### src/sv/arpct_pkg.sv
package arpct_pkg;

   localparam int IP_W  = 32;
   localparam int MAC_W = 48;

   localparam logic CMD_LEARN  = 1'b0;
   localparam logic CMD_LOOKUP = 1'b1;

   typedef enum logic [2:0] {
      ST_HIT      = 3'd0,
      ST_MISS     = 3'd1,
      ST_UPDATED  = 3'd2,
      ST_INSERTED = 3'd3,
      ST_FULL     = 3'd4
   } status_type;

   typedef enum logic [1:0] {
      SEQ_IDLE,
      SEQ_SCAN,
      SEQ_DONE
   } seq_state_type;

   typedef struct packed {
      logic             en;
      logic             ip_we;
      logic [IP_W-1:0]  ip;
      logic [MAC_W-1:0] mac;
   } mem_wr_type;

   typedef struct packed {
      logic             load;
      status_type       status;
      logic [MAC_W-1:0] mac;
   } result_type;

endpackage

### src/sv/arpct_mem.sv
module arpct_mem #(
   parameter int TABLE_ENTRIES = 16,
   parameter int IDX_W         = 4
) (
   input  logic                          clock,
   input  logic                          reset,
   input  logic                          rd_en,
   input  logic [IDX_W-1:0]              rd_addr,
   output logic                          rd_valid,
   output logic [arpct_pkg::IP_W-1:0]    rd_ip,
   output logic [arpct_pkg::MAC_W-1:0]   rd_mac,
   input  arpct_pkg::mem_wr_type         wr,
   input  logic [IDX_W-1:0]              wr_addr
);

   logic [arpct_pkg::IP_W-1:0]  ip_mem  [TABLE_ENTRIES];
   logic [arpct_pkg::MAC_W-1:0] mac_mem [TABLE_ENTRIES];
   logic [TABLE_ENTRIES-1:0]    valid_ff;
   logic                        rd_valid_ff;
   logic [arpct_pkg::IP_W-1:0]  rd_ip_ff;
   logic [arpct_pkg::MAC_W-1:0] rd_mac_ff;

   always_ff @(posedge clock) begin
      if (wr.en) begin
         mac_mem[wr_addr] <= wr.mac;
         if (wr.ip_we) begin
            ip_mem[wr_addr] <= wr.ip;
         end
      end
      if (rd_en) begin
         rd_ip_ff  <= ip_mem[rd_addr];
         rd_mac_ff <= mac_mem[rd_addr];
      end
   end

   always_ff @(posedge clock) begin
      if (reset) begin
         valid_ff    <= '0;
         rd_valid_ff <= 1'b0;
      end else begin
         if (wr.en && wr.ip_we) begin
            valid_ff[wr_addr] <= 1'b1;
         end
         if (rd_en) begin
            rd_valid_ff <= valid_ff[rd_addr];
         end
      end
   end

   assign rd_valid = rd_valid_ff;
   assign rd_ip    = rd_ip_ff;
   assign rd_mac   = rd_mac_ff;

   a_insert_into_empty: assert property (@(posedge clock) disable iff (reset)
      wr.en && wr.ip_we |-> !valid_ff[wr_addr])
      else $error("insert targets a slot that is already valid");

endmodule

### src/sv/arpct_scan.sv
module arpct_scan #(
   parameter int TABLE_ENTRIES = 16,
   parameter int IDX_W         = 4,
   parameter int CNT_W         = 5
) (
   input  logic                          clock,
   input  logic                          reset,
   input  logic                          req_valid,
   output logic                          req_ready,
   input  logic                          req_cmd,
   input  logic [arpct_pkg::IP_W-1:0]    req_ip,
   input  logic [arpct_pkg::MAC_W-1:0]   req_mac,
   output logic                          rd_en,
   output logic [IDX_W-1:0]              rd_addr,
   input  logic                          rd_valid,
   input  logic [arpct_pkg::IP_W-1:0]    rd_ip,
   input  logic [arpct_pkg::MAC_W-1:0]   rd_mac,
   output arpct_pkg::mem_wr_type         wr,
   output logic [IDX_W-1:0]              wr_addr,
   input  logic                          out_free,
   output arpct_pkg::result_type         res
);

   arpct_pkg::seq_state_type    state_ff, state_in;
   logic [CNT_W-1:0]            issue_ff, issue_in;
   logic                        pend_ff, pend_in;
   logic [IDX_W-1:0]            pend_idx_ff, pend_idx_in;
   logic                        cmd_ff, cmd_in;
   logic [arpct_pkg::IP_W-1:0]  key_ff, key_in;
   logic [arpct_pkg::MAC_W-1:0] mac_ff, mac_in;
   logic                        found_ff, found_in;
   logic [IDX_W-1:0]            hit_idx_ff, hit_idx_in;
   logic [arpct_pkg::MAC_W-1:0] hit_mac_ff, hit_mac_in;
   logic                        free_ff, free_in;
   logic [IDX_W-1:0]            free_idx_ff, free_idx_in;
   logic                        match;

   always_ff @(posedge clock) begin
      if (reset) begin
         state_ff <= arpct_pkg::SEQ_IDLE;
         pend_ff  <= 1'b0;
      end else begin
         state_ff <= state_in;
         pend_ff  <= pend_in;
      end
   end

   always_ff @(posedge clock) begin
      issue_ff    <= issue_in;
      pend_idx_ff <= pend_idx_in;
      cmd_ff      <= cmd_in;
      key_ff      <= key_in;
      mac_ff      <= mac_in;
      found_ff    <= found_in;
      hit_idx_ff  <= hit_idx_in;
      hit_mac_ff  <= hit_mac_in;
      free_ff     <= free_in;
      free_idx_ff <= free_idx_in;
   end

   assign match = pend_ff && rd_valid && (rd_ip == key_ff);

   always_comb begin
      state_in    = state_ff;
      issue_in    = issue_ff;
      pend_in     = 1'b0;
      pend_idx_in = pend_idx_ff;
      cmd_in      = cmd_ff;
      key_in      = key_ff;
      mac_in      = mac_ff;
      found_in    = found_ff;
      hit_idx_in  = hit_idx_ff;
      hit_mac_in  = hit_mac_ff;
      free_in     = free_ff;
      free_idx_in = free_idx_ff;
      req_ready   = 1'b0;
      rd_en       = 1'b0;
      rd_addr     = issue_ff[IDX_W-1:0];
      wr          = '0;
      wr_addr     = hit_idx_ff;
      res.load    = 1'b0;
      res.status  = arpct_pkg::ST_MISS;
      res.mac     = '0;
      unique case (state_ff)
         arpct_pkg::SEQ_IDLE: begin
            req_ready = 1'b1;
            if (req_valid) begin
               cmd_in   = req_cmd;
               key_in   = req_ip;
               mac_in   = req_mac;
               issue_in = '0;
               found_in = 1'b0;
               free_in  = 1'b0;
               state_in = arpct_pkg::SEQ_SCAN;
            end
         end
         arpct_pkg::SEQ_SCAN: begin
            if (issue_ff < CNT_W'(TABLE_ENTRIES)) begin
               rd_en       = 1'b1;
               pend_in     = 1'b1;
               pend_idx_in = issue_ff[IDX_W-1:0];
               issue_in    = issue_ff + 1'b1;
            end
            if (match && !found_ff) begin
               found_in   = 1'b1;
               hit_idx_in = pend_idx_ff;
               hit_mac_in = rd_mac;
            end
            if (pend_ff && !rd_valid && !free_ff) begin
               free_in     = 1'b1;
               free_idx_in = pend_idx_ff;
            end
            if (pend_ff && pend_idx_ff == IDX_W'(TABLE_ENTRIES - 1)) begin
               state_in = arpct_pkg::SEQ_DONE;
            end
         end
         arpct_pkg::SEQ_DONE: begin
            if (out_free) begin
               res.load = 1'b1;
               state_in = arpct_pkg::SEQ_IDLE;
               if (cmd_ff == arpct_pkg::CMD_LOOKUP) begin
                  if (found_ff) begin
                     res.status = arpct_pkg::ST_HIT;
                     res.mac    = hit_mac_ff;
                  end else begin
                     res.status = arpct_pkg::ST_MISS;
                  end
               end else if (found_ff) begin
                  res.status = arpct_pkg::ST_UPDATED;
                  wr.en      = 1'b1;
                  wr.mac     = mac_ff;
                  wr_addr    = hit_idx_ff;
               end else if (free_ff) begin
                  res.status = arpct_pkg::ST_INSERTED;
                  wr.en      = 1'b1;
                  wr.ip_we   = 1'b1;
                  wr.ip      = key_ff;
                  wr.mac     = mac_ff;
                  wr_addr    = free_idx_ff;
               end else begin
                  res.status = arpct_pkg::ST_FULL;
               end
            end
         end
         default: begin
            state_in = arpct_pkg::SEQ_IDLE;
         end
      endcase
   end

   a_write_at_end: assert property (@(posedge clock) disable iff (reset)
      wr.en |-> state_ff == arpct_pkg::SEQ_DONE && res.load)
      else $error("table written outside the end of a scan");

   a_scan_reads_only: assert property (@(posedge clock) disable iff (reset)
      rd_en |-> state_ff == arpct_pkg::SEQ_SCAN && !wr.en)
      else $error("table read outside a scan");

endmodule

### src/sv/arp_cache_table_core.sv
// ARP cache table: IPv4 address to MAC address bindings.
// Request channel (req_*): one transaction per command. req_tuser is the
// command (0 learn, 1 look up), req_tdata carries the IP key and the MAC
// to store. Response channel (rsp_*): exactly one transaction per request,
// rsp_tuser is the status (0 hit, 1 miss, 2 updated, 3 inserted, 4 dropped
// because the table is full), rsp_tdata the MAC found on a hit, else zero.
// Each command walks all TABLE_ENTRIES slots through one comparator, one
// slot read per cycle from the table memory, before the response is
// written to the output register. req_tready is high only while the
// sequencer is idle, so a new request is not accepted until the
// previous one has loaded its response.
// The response sits in an output register; the next request is accepted
// while it waits. If rsp_tready stays low, the following command finishes
// its scan and holds before writing the table until the register frees.
// Reset clears all valid bits at once; the table is usable once
// reset falls.
module arp_cache_table_core #(
   parameter int TABLE_ENTRIES = 16
) (
   input  logic         clock,
   input  logic         reset,
   input  logic         req_tvalid,
   output logic         req_tready,
   input  logic [79:0]  req_tdata,   // ip_addr[31:0], mac_in[79:32]
   input  logic [0:0]   req_tuser,   // command[0]
   output logic         rsp_tvalid,
   input  logic         rsp_tready,
   output logic [47:0]  rsp_tdata,   // mac_out[47:0]
   output logic [2:0]   rsp_tuser    // status[2:0]
);

   localparam int IDX_W = (TABLE_ENTRIES > 1) ? $clog2(TABLE_ENTRIES) : 1;
   localparam int CNT_W = $clog2(TABLE_ENTRIES + 1);

   logic                        rd_en;
   logic [IDX_W-1:0]            rd_addr;
   logic                        rd_valid;
   logic [arpct_pkg::IP_W-1:0]  rd_ip;
   logic [arpct_pkg::MAC_W-1:0] rd_mac;
   arpct_pkg::mem_wr_type       wr;
   logic [IDX_W-1:0]            wr_addr;
   arpct_pkg::result_type       res;
   logic                        out_free;
   logic                        rsp_valid_ff;
   arpct_pkg::status_type       rsp_status_ff;
   logic [arpct_pkg::MAC_W-1:0] rsp_mac_ff;

   assign out_free = !rsp_valid_ff || rsp_tready;

   arpct_mem #(
      .TABLE_ENTRIES(TABLE_ENTRIES),
      .IDX_W        (IDX_W)
   ) u_mem (
      .clock   (clock),
      .reset   (reset),
      .rd_en   (rd_en),
      .rd_addr (rd_addr),
      .rd_valid(rd_valid),
      .rd_ip   (rd_ip),
      .rd_mac  (rd_mac),
      .wr      (wr),
      .wr_addr (wr_addr)
   );

   arpct_scan #(
      .TABLE_ENTRIES(TABLE_ENTRIES),
      .IDX_W        (IDX_W),
      .CNT_W        (CNT_W)
   ) u_scan (
      .clock    (clock),
      .reset    (reset),
      .req_valid(req_tvalid),
      .req_ready(req_tready),
      .req_cmd  (req_tuser[0]),
      .req_ip   (req_tdata[31:0]),
      .req_mac  (req_tdata[79:32]),
      .rd_en    (rd_en),
      .rd_addr  (rd_addr),
      .rd_valid (rd_valid),
      .rd_ip    (rd_ip),
      .rd_mac   (rd_mac),
      .wr       (wr),
      .wr_addr  (wr_addr),
      .out_free (out_free),
      .res      (res)
   );

   always_ff @(posedge clock) begin
      if (reset) begin
         rsp_valid_ff <= 1'b0;
      end else if (res.load) begin
         rsp_valid_ff <= 1'b1;
      end else if (rsp_tready) begin
         rsp_valid_ff <= 1'b0;
      end
   end

   always_ff @(posedge clock) begin
      if (res.load) begin
         rsp_status_ff <= res.status;
         rsp_mac_ff    <= res.mac;
      end
   end

   assign rsp_tvalid = rsp_valid_ff;
   assign rsp_tuser  = rsp_status_ff;
   assign rsp_tdata  = rsp_mac_ff;

   a_mac_zero_unless_hit: assert property (@(posedge clock) disable iff (reset)
      rsp_valid_ff && rsp_status_ff != arpct_pkg::ST_HIT |-> rsp_mac_ff == '0)
      else $error("nonzero MAC on a response other than a lookup hit");

endmodule
### config.mk
export PLATFORM = sky130hd
export DESIGN_NAME = arp_cache_table_core
export DESIGN_NICKNAME = d
export VERILOG_FILES = /design/src/sv/arpct_pkg.sv /design/src/sv/arpct_mem.sv /design/src/sv/arpct_scan.sv /design/src/sv/arp_cache_table_core.sv
export SDC_FILE = /design/constraint.sdc
export NUM_CORES = 1
export LEC_CHECK = 0
export BUFFER_PORTS_ARGS = -buffer_cell sky130_fd_sc_hd__buf_2
export CORE_MARGIN = 4
export CORE_UTILIZATION = 62
export DETAILED_ROUTE_END_ITERATION = 7
export HOLD_SLACK_MARGIN = 0.02
export PLACE_DENSITY = 0.79
export SKIP_CTS_REPAIR_TIMING = 1
export SLEW_MARGIN = 20
export SYNTH_ARGS = -nofsm -noshare
export SYNTH_HDL_FRONTEND = slang
export SYNTH_SLANG_ARGS = --single-unit
### constraint.sdc
create_clock -name clock -period 5.8 [get_ports clock]
set_clock_uncertainty 0.1 [all_clocks]
set_input_delay 0.87 -clock clock [delete_from_list [all_inputs] [get_ports clock]]
set_output_delay 0.87 -clock clock [all_outputs]
set_load 0.05 [all_outputs]
* Word level (Yosys, flattened, before mapping) *
Memories as Yosys holds them, arrays and structs flattened. A register that Yosys moved wholly into a read port is not among the register bits.
Cells that the tools add are included.

storage, ports and cells
  memory bits (writable) = 1280
  memories kept = 2
  logic and storage cells = 107
  output and inout port bits = 53
  bits in registers = 220
  input bits = 85

operators by class
  $lt $le $gt $ge = 4
  bitwise logic cells = 1
  add/sub/neg operators = 1
  eq/ne operators = 10
  mux-type cells = 46
  reductions and logical operators = 26

memories
  memory         depth  bits a word  rd ports  clocked after Yosys merged registers in  wr ports  line             text
  u_mem.mac_mem  16     48           1         1                                        1         arpct_mem.sv:17  logic [arpct_pkg::MAC_W-1:0] mac_mem [TABLE_ENTRIES];
  u_mem.ip_mem   16     32           1         1                                        1         arpct_mem.sv:16  logic [arpct_pkg::IP_W-1:0] ip_mem [TABLE_ENTRIES];

operator list
  cell                                                                           count
  82-bit 2-to-1 mux                                                              4
  48-bit 2-to-1 mux                                                              3
  52-bit 2-to-1 mux                                                              2
  33-bit 2-to-1 mux                                                              1
  32-bit equality test                                                           1
  4-bit 2-to-1 mux                                                               5
  1-bit 2-to-1 mux                                                               17
  16-bit OR                                                                      1
  3-bit AND reduction                                                            4
  4-bit by 5-bit less-than comparator with 1-bit output (second input constant)  2
  5-bit 2-to-1 mux                                                               2
  5-bit case mux with 2 select lines                                             1
  2-bit AND reduction                                                            5
  3-bit 2-to-1 mux                                                               3
  1-bit logical AND                                                              8
  2-bit by 1-bit != test with 1-bit output (second input constant)               4
  2-bit 2-to-1 mux                                                               3
  2-bit case mux with 3 select lines                                             1
  5-bit by 1-bit adder with 5-bit output (second input constant)                 1
  5-bit less-than comparator (second input constant)                             1
  1-bit binary-select mux with 4-bit select                                      1
  1-bit demux with 4-bit select                                                  1
  4-bit equality test (second input constant)                                    1
  4-bit by 1-bit >= comparator with 1-bit output (second input constant)         1
  9 further kinds                                                                15

* Depth between registers and ports, before layout *
  depth in word-level cells = 10
  mapped depth = 7
  depth with buffers taken out = 6

* Modules after synthesis *
Synthesis repeated with hierarchy kept, for this count alone.

second synthesis, totals
  cell total of the unflattened synthesis = 2405
  area total of the unflattened synthesis = 58916.5 um^2

by module, submodules not included
  module                cells each  instances  area an instance (um^2)
  arpct_mem             1965        1          51271.7
  arpct_scan            385         1          6067.1
  arp_cache_table_core  55          1          1577.8

* Worst setup path before layout *
Ideal clock, no wire load.

  path type = reg-to-reg
  from = register u_scan.state_ff[1]
  to = register u_mem.rd_ip_ff (netlist bit u_mem.rd_ip[0]) (read register of u_mem.ip_mem) (enable)
  buffers on the path = 1
  path slack = 980 ps
  data arrival time = 4191 ps
  data required time = 5171 ps
  clock period less this slack = 4820 ps
  library setup time = 529 ps
  cell stages (with the launch flop) = 4
  cells stage by stage = dfxtp_1 > nand2b_1 > clkbuf_1 > nor2_1

between the ends
  word-level cells in the longest chain between the ends = 2

RTL lines
  what                                            line                        text
  start: declaration                              arpct_scan.sv:24            arpct_pkg::seq_state_type state_ff, state_in;
  start signal: assignment                        arpct_scan.sv:40            state_ff <= arpct_pkg::SEQ_IDLE;
  start signal: assignment                        arpct_scan.sv:43            state_ff <= state_in;
  2-bit by 1-bit equality test with 1-bit output  arpct_scan.sv:84            unique case (state_ff)
  1-bit 2-to-1 mux                                n/a
  named net rd_en                                 arp_cache_table_core.sv:35  logic rd_en;
  end: declaration                                arpct_mem.sv:20             logic [arpct_pkg::IP_W-1:0] rd_ip_ff;

The timed path passes the listed nets, and every way through them passes these cells.
A chain may end at the register's enable or synchronous reset.

* Worst setup path in the final report *
  from = register u_scan.cmd_ff
  to = memory u_mem.mac_mem[3][32] (netlist name) (enable)

between the ends
  word-level cells in the longest chain between the ends = 5
  elaborated cells between the ends (all ways) = 8
  those cells by class = mux: 8

RTL lines
  what                                    line               text
  start: declaration                      arpct_scan.sv:28   logic cmd_ff, cmd_in;
  start signal: assignment                arpct_scan.sv:51   cmd_ff <= cmd_in;
  82-bit 2-to-1 mux                       arpct_scan.sv:121  if (cmd_ff == arpct_pkg::CMD_LOOKUP) begin
  82-bit 2-to-1 mux                       arpct_scan.sv:118  if (out_free) begin
  82-bit 2-to-1 mux                       arpct_scan.sv:84
  1-bit 2-to-1 mux                        arpct_mem.sv:24    if (wr.en) begin
  1-bit 2-to-1 mux (not written as such)  arpct_mem.sv:25    mac_mem[wr_addr] <= wr.mac;
  end: declaration                        arpct_mem.sv:17

Parallel ways exist; a longest one is shown, timed or not.

==> flow_metrics.env <==
export IMPL_hp_class="input pin to register"
export IMPL_post_route_period_util=0.673
export IMPL_routed_wirelength_um=134000
export IMPL_clkTransAtPathRegs_ns=0.07
export IMPL_postRouteAntennaNets=0
export IMPL_leakage_uw=0.0182
export IMPL_cp_startpoint="u_scan.cmd_ff"
export IMPL_dp_hpwl_um=67800
export IMPL_power_density_cell_area_nw_per_um2=345
export IMPL_ys_seq_elements=1580
export IMPL_critPathBufInv=1
export IMPL_critPathCaptureType="register"
export IMPL_worstSetupPathType="register to register"
export IMPL_grt_pass1_wl_um=198000
export IMPL_dr_pass1_iters=5
export IMPL_drcViolationCount=0
export IMPL_yosys_top_cells_count="edfxtp_1, mux4_2, and2_1"
export IMPL_cts_buffer_depth=3
export IMPL_path_cells="nor3_1 -> nand2_1 -> nor2_4 -> buf_4"
export IMPL_final_cell_count_no_fill=4284
export IMPL_yosys_area_top_type="edfxtp_1"
export IMPL_syn_to_final_growth_pct=12.9
export IMPL_cts_buffers=150
export IMPL_synth_nets=2762
export IMPL_fp_dieH_um=317
export IMPL_hold_path_startpoint="req_tdata[71]"
export IMPL_layout_drive_gt1_share=0.258
export IMPL_io_pins=138
export IMPL_wl_per_cell_um=31.2
export IMPL_ys_flop_type="edfxtp_1"
export IMPL_core_area_um2=95000
export IMPL_slew_violations=0
export IMPL_grtUsageTotal=0.271
export IMPL_slew_headroom=0.242
export IMPL_rr_startpoint="u_scan.cmd_ff"
export IMPL_crit_path_max_fanout=17
export IMPL_synth_area_per_cell_um2=22.2
export IMPL_yosysWarnings=0
export IMPL_critPathRequiredTime_ns=6.13
export IMPL_synth_area_um2=59300
export IMPL_num_vias=28500
export IMPL_dieArea_um2=101000
export IMPL_arrival_ns=4.24
export IMPL_synth_edff_count=1559
export IMPL_synth_cell_types=45
export IMPL_period_minus_slack_ns=3.90
export IMPL_worst_pin_slew_ns=1.13
export IMPL_insertion_delay_ns=0.78
export IMPL_overflow=0
export IMPL_synth_most_common_cell="edfxtp_1"
export IMPL_htree_levels=4
export IMPL_hold_viol=0
export IMPL_gp_congestion=0.772
export IMPL_async_reset_ff_frac=0
export IMPL_maxCapViolCount=0
export IMPL_final_nets=2979
export IMPL_crit_family="simple AND/OR/NAND/NOR gates"
export IMPL_synthTopCellsByArea="edfxtp_1, mux4_2, and2_1"
export IMPL_die_w_um=317
export IMPL_critPathSlowestCell="nor2_4"
export IMPL_place_inst=4001
export IMPL_clkSinkCount=1580
export IMPL_num_rows=113
export IMPL_cts_root_buf="clkbuf_16"
export IMPL_start_util=0.624
export IMPL_crit_path_max_incr_delay_ns=0.90
export IMPL_start_kind="register"
export IMPL_peakVddDrop_v=0.000315
export IMPL_via_per_inst=6.65
export IMPL_hold_ws_ns=0.172
export IMPL_syn_inst=2676
export IMPL_antenna_found_initial=6
export IMPL_drt_iter0_drc=3961
export IMPL_rsz0062_at_grt="false"
export IMPL_max_freq_mhz=256
export IMPL_grt_pass1_vias=29500
export IMPL_cts_tree="done"
export IMPL_seq_area_frac_synth=0.796
export IMPL_grt_start_max_net_pins=178
export IMPL_synth_top_area_frac=0.789
export IMPL_port_buffers=137
export IMPL_status="complete, no violations"
export IMPL_setup_viol=0
export IMPL_fin_tns_setup_ns=0
-- cells in the final DEF, fill, tap and decap left out, types with 5 or more instances in the layout --
cell,netlist,final
a211oi_1,80,80
a21oi_1,99,99
and2_1,129,129
buf_12,0,10
buf_16,0,13
buf_2,41,137
buf_4,1,40
bufinv_16,0,11
clkbuf_1,79,32
clkbuf_16,0,152
clkinv_1,0,42
clkinv_2,0,21
dfxtp_1,21,21
edfxtp_1,1559,1559
mux2i_1,80,80
mux4_2,325,325
nand2_1,9,9
nand3_1,6,6
nand4_1,5,5
nor2_1,59,26
nor2_4,0,36
nor2b_1,80,80
nor3_1,6,6
o21ai_0,5,5
xnor2_1,18,18
xor2_1,17,17
-- layer usage --
metal / part of all wire / track usage
met5: 0.00019 / 0
met4: 0.026 / 0.0748
met3: 0.10 / 0.0656
met2: 0.49 / 0.432
met1: 0.38 / 0.387
-- through the flow --
step	setup WS, ns	util	power (uW)	area, um^2
after floorplan	0.980	-	13500	59300
after global placement	1.77	0.651	13800	61800
after detailed placement	1.61	0.653	13800	62000
after CTS	1.95	0.703	23200	66800
after global routing	1.82	0.705	23800	67000
final	1.90	0.705	23100	67000
-- cells by family (layout without fill, tap and decap cells) --
family / after synthesis / count (layout) / synth area share
xor+xnor: 35 / 35 / 0.00517
simple gates: 321 / 321 / 0.0316
flops: 1580 / 1580 / 0.796
fa+ha+maj: 1 / 1 / 0.000211
buf+inv: 138 / 480 / 0.00966
other cells: 0 / 1 / 0
mux: 405 / 405 / 0.137
compound gates: 196 / 196 / 0.0204
-- registers in the layout, summed over array words and instances, names as in the netlist, 5 cells and up --
| name | count |
|---|---|
| u_mem.ip_mem | 512 |
| u_scan.key_ff | 32 |
| rsp_tdata | 48 |
| u_mem.rd_mac | 48 |
| u_mem.rd_ip | 32 |
| u_scan.mac_ff | 48 |
| u_scan.issue_ff | 5 |
| u_scan.hit_mac_ff | 48 |
| u_mem.valid_ff | 16 |
| u_mem.mac_mem | 768 |
-- worst paths after layout --
kind                                              end  slack, ns  cells past startpoint
worst min register to register  u_scan.hit_mac_ff[25]       0.31                      0
worst min-delay path                u_scan.mac_ff[39]       0.17                      1
worst max-delay path             u_mem.mac_mem[3][32]       1.90                      4
worst max register to register   u_mem.mac_mem[3][32]       1.90                      4
-- power by group --
part	internal, uW	total [uW]	switching (uW)
combinational	395	1010	612
clock	5360	9560	4200
sequential	12500	12600	66.7
-- worst reg2reg max path: cells and delay by family (launching register included) --
family | cells | cell delay (ns)
buffers and inverters | 1 | 0.42
DFF | 1 | 0.52
and+or+nand+nor | 3 | 2.51
-- cell type report --
type | count | area (um^2)
clock buffers | 185 | 3940
clock inverters | 92 | 845
well taps | 1265 | 1580
inverters | 3 | 13.8
multi-input cells | 958 | 11800
flip-flops and latches | 1580 | 47200
fillers | 5337 | 28000
diodes | 1 | 2.50
repair buffers | 200 | 1540
No activity file was read; power rests on OpenSTA's default activity.
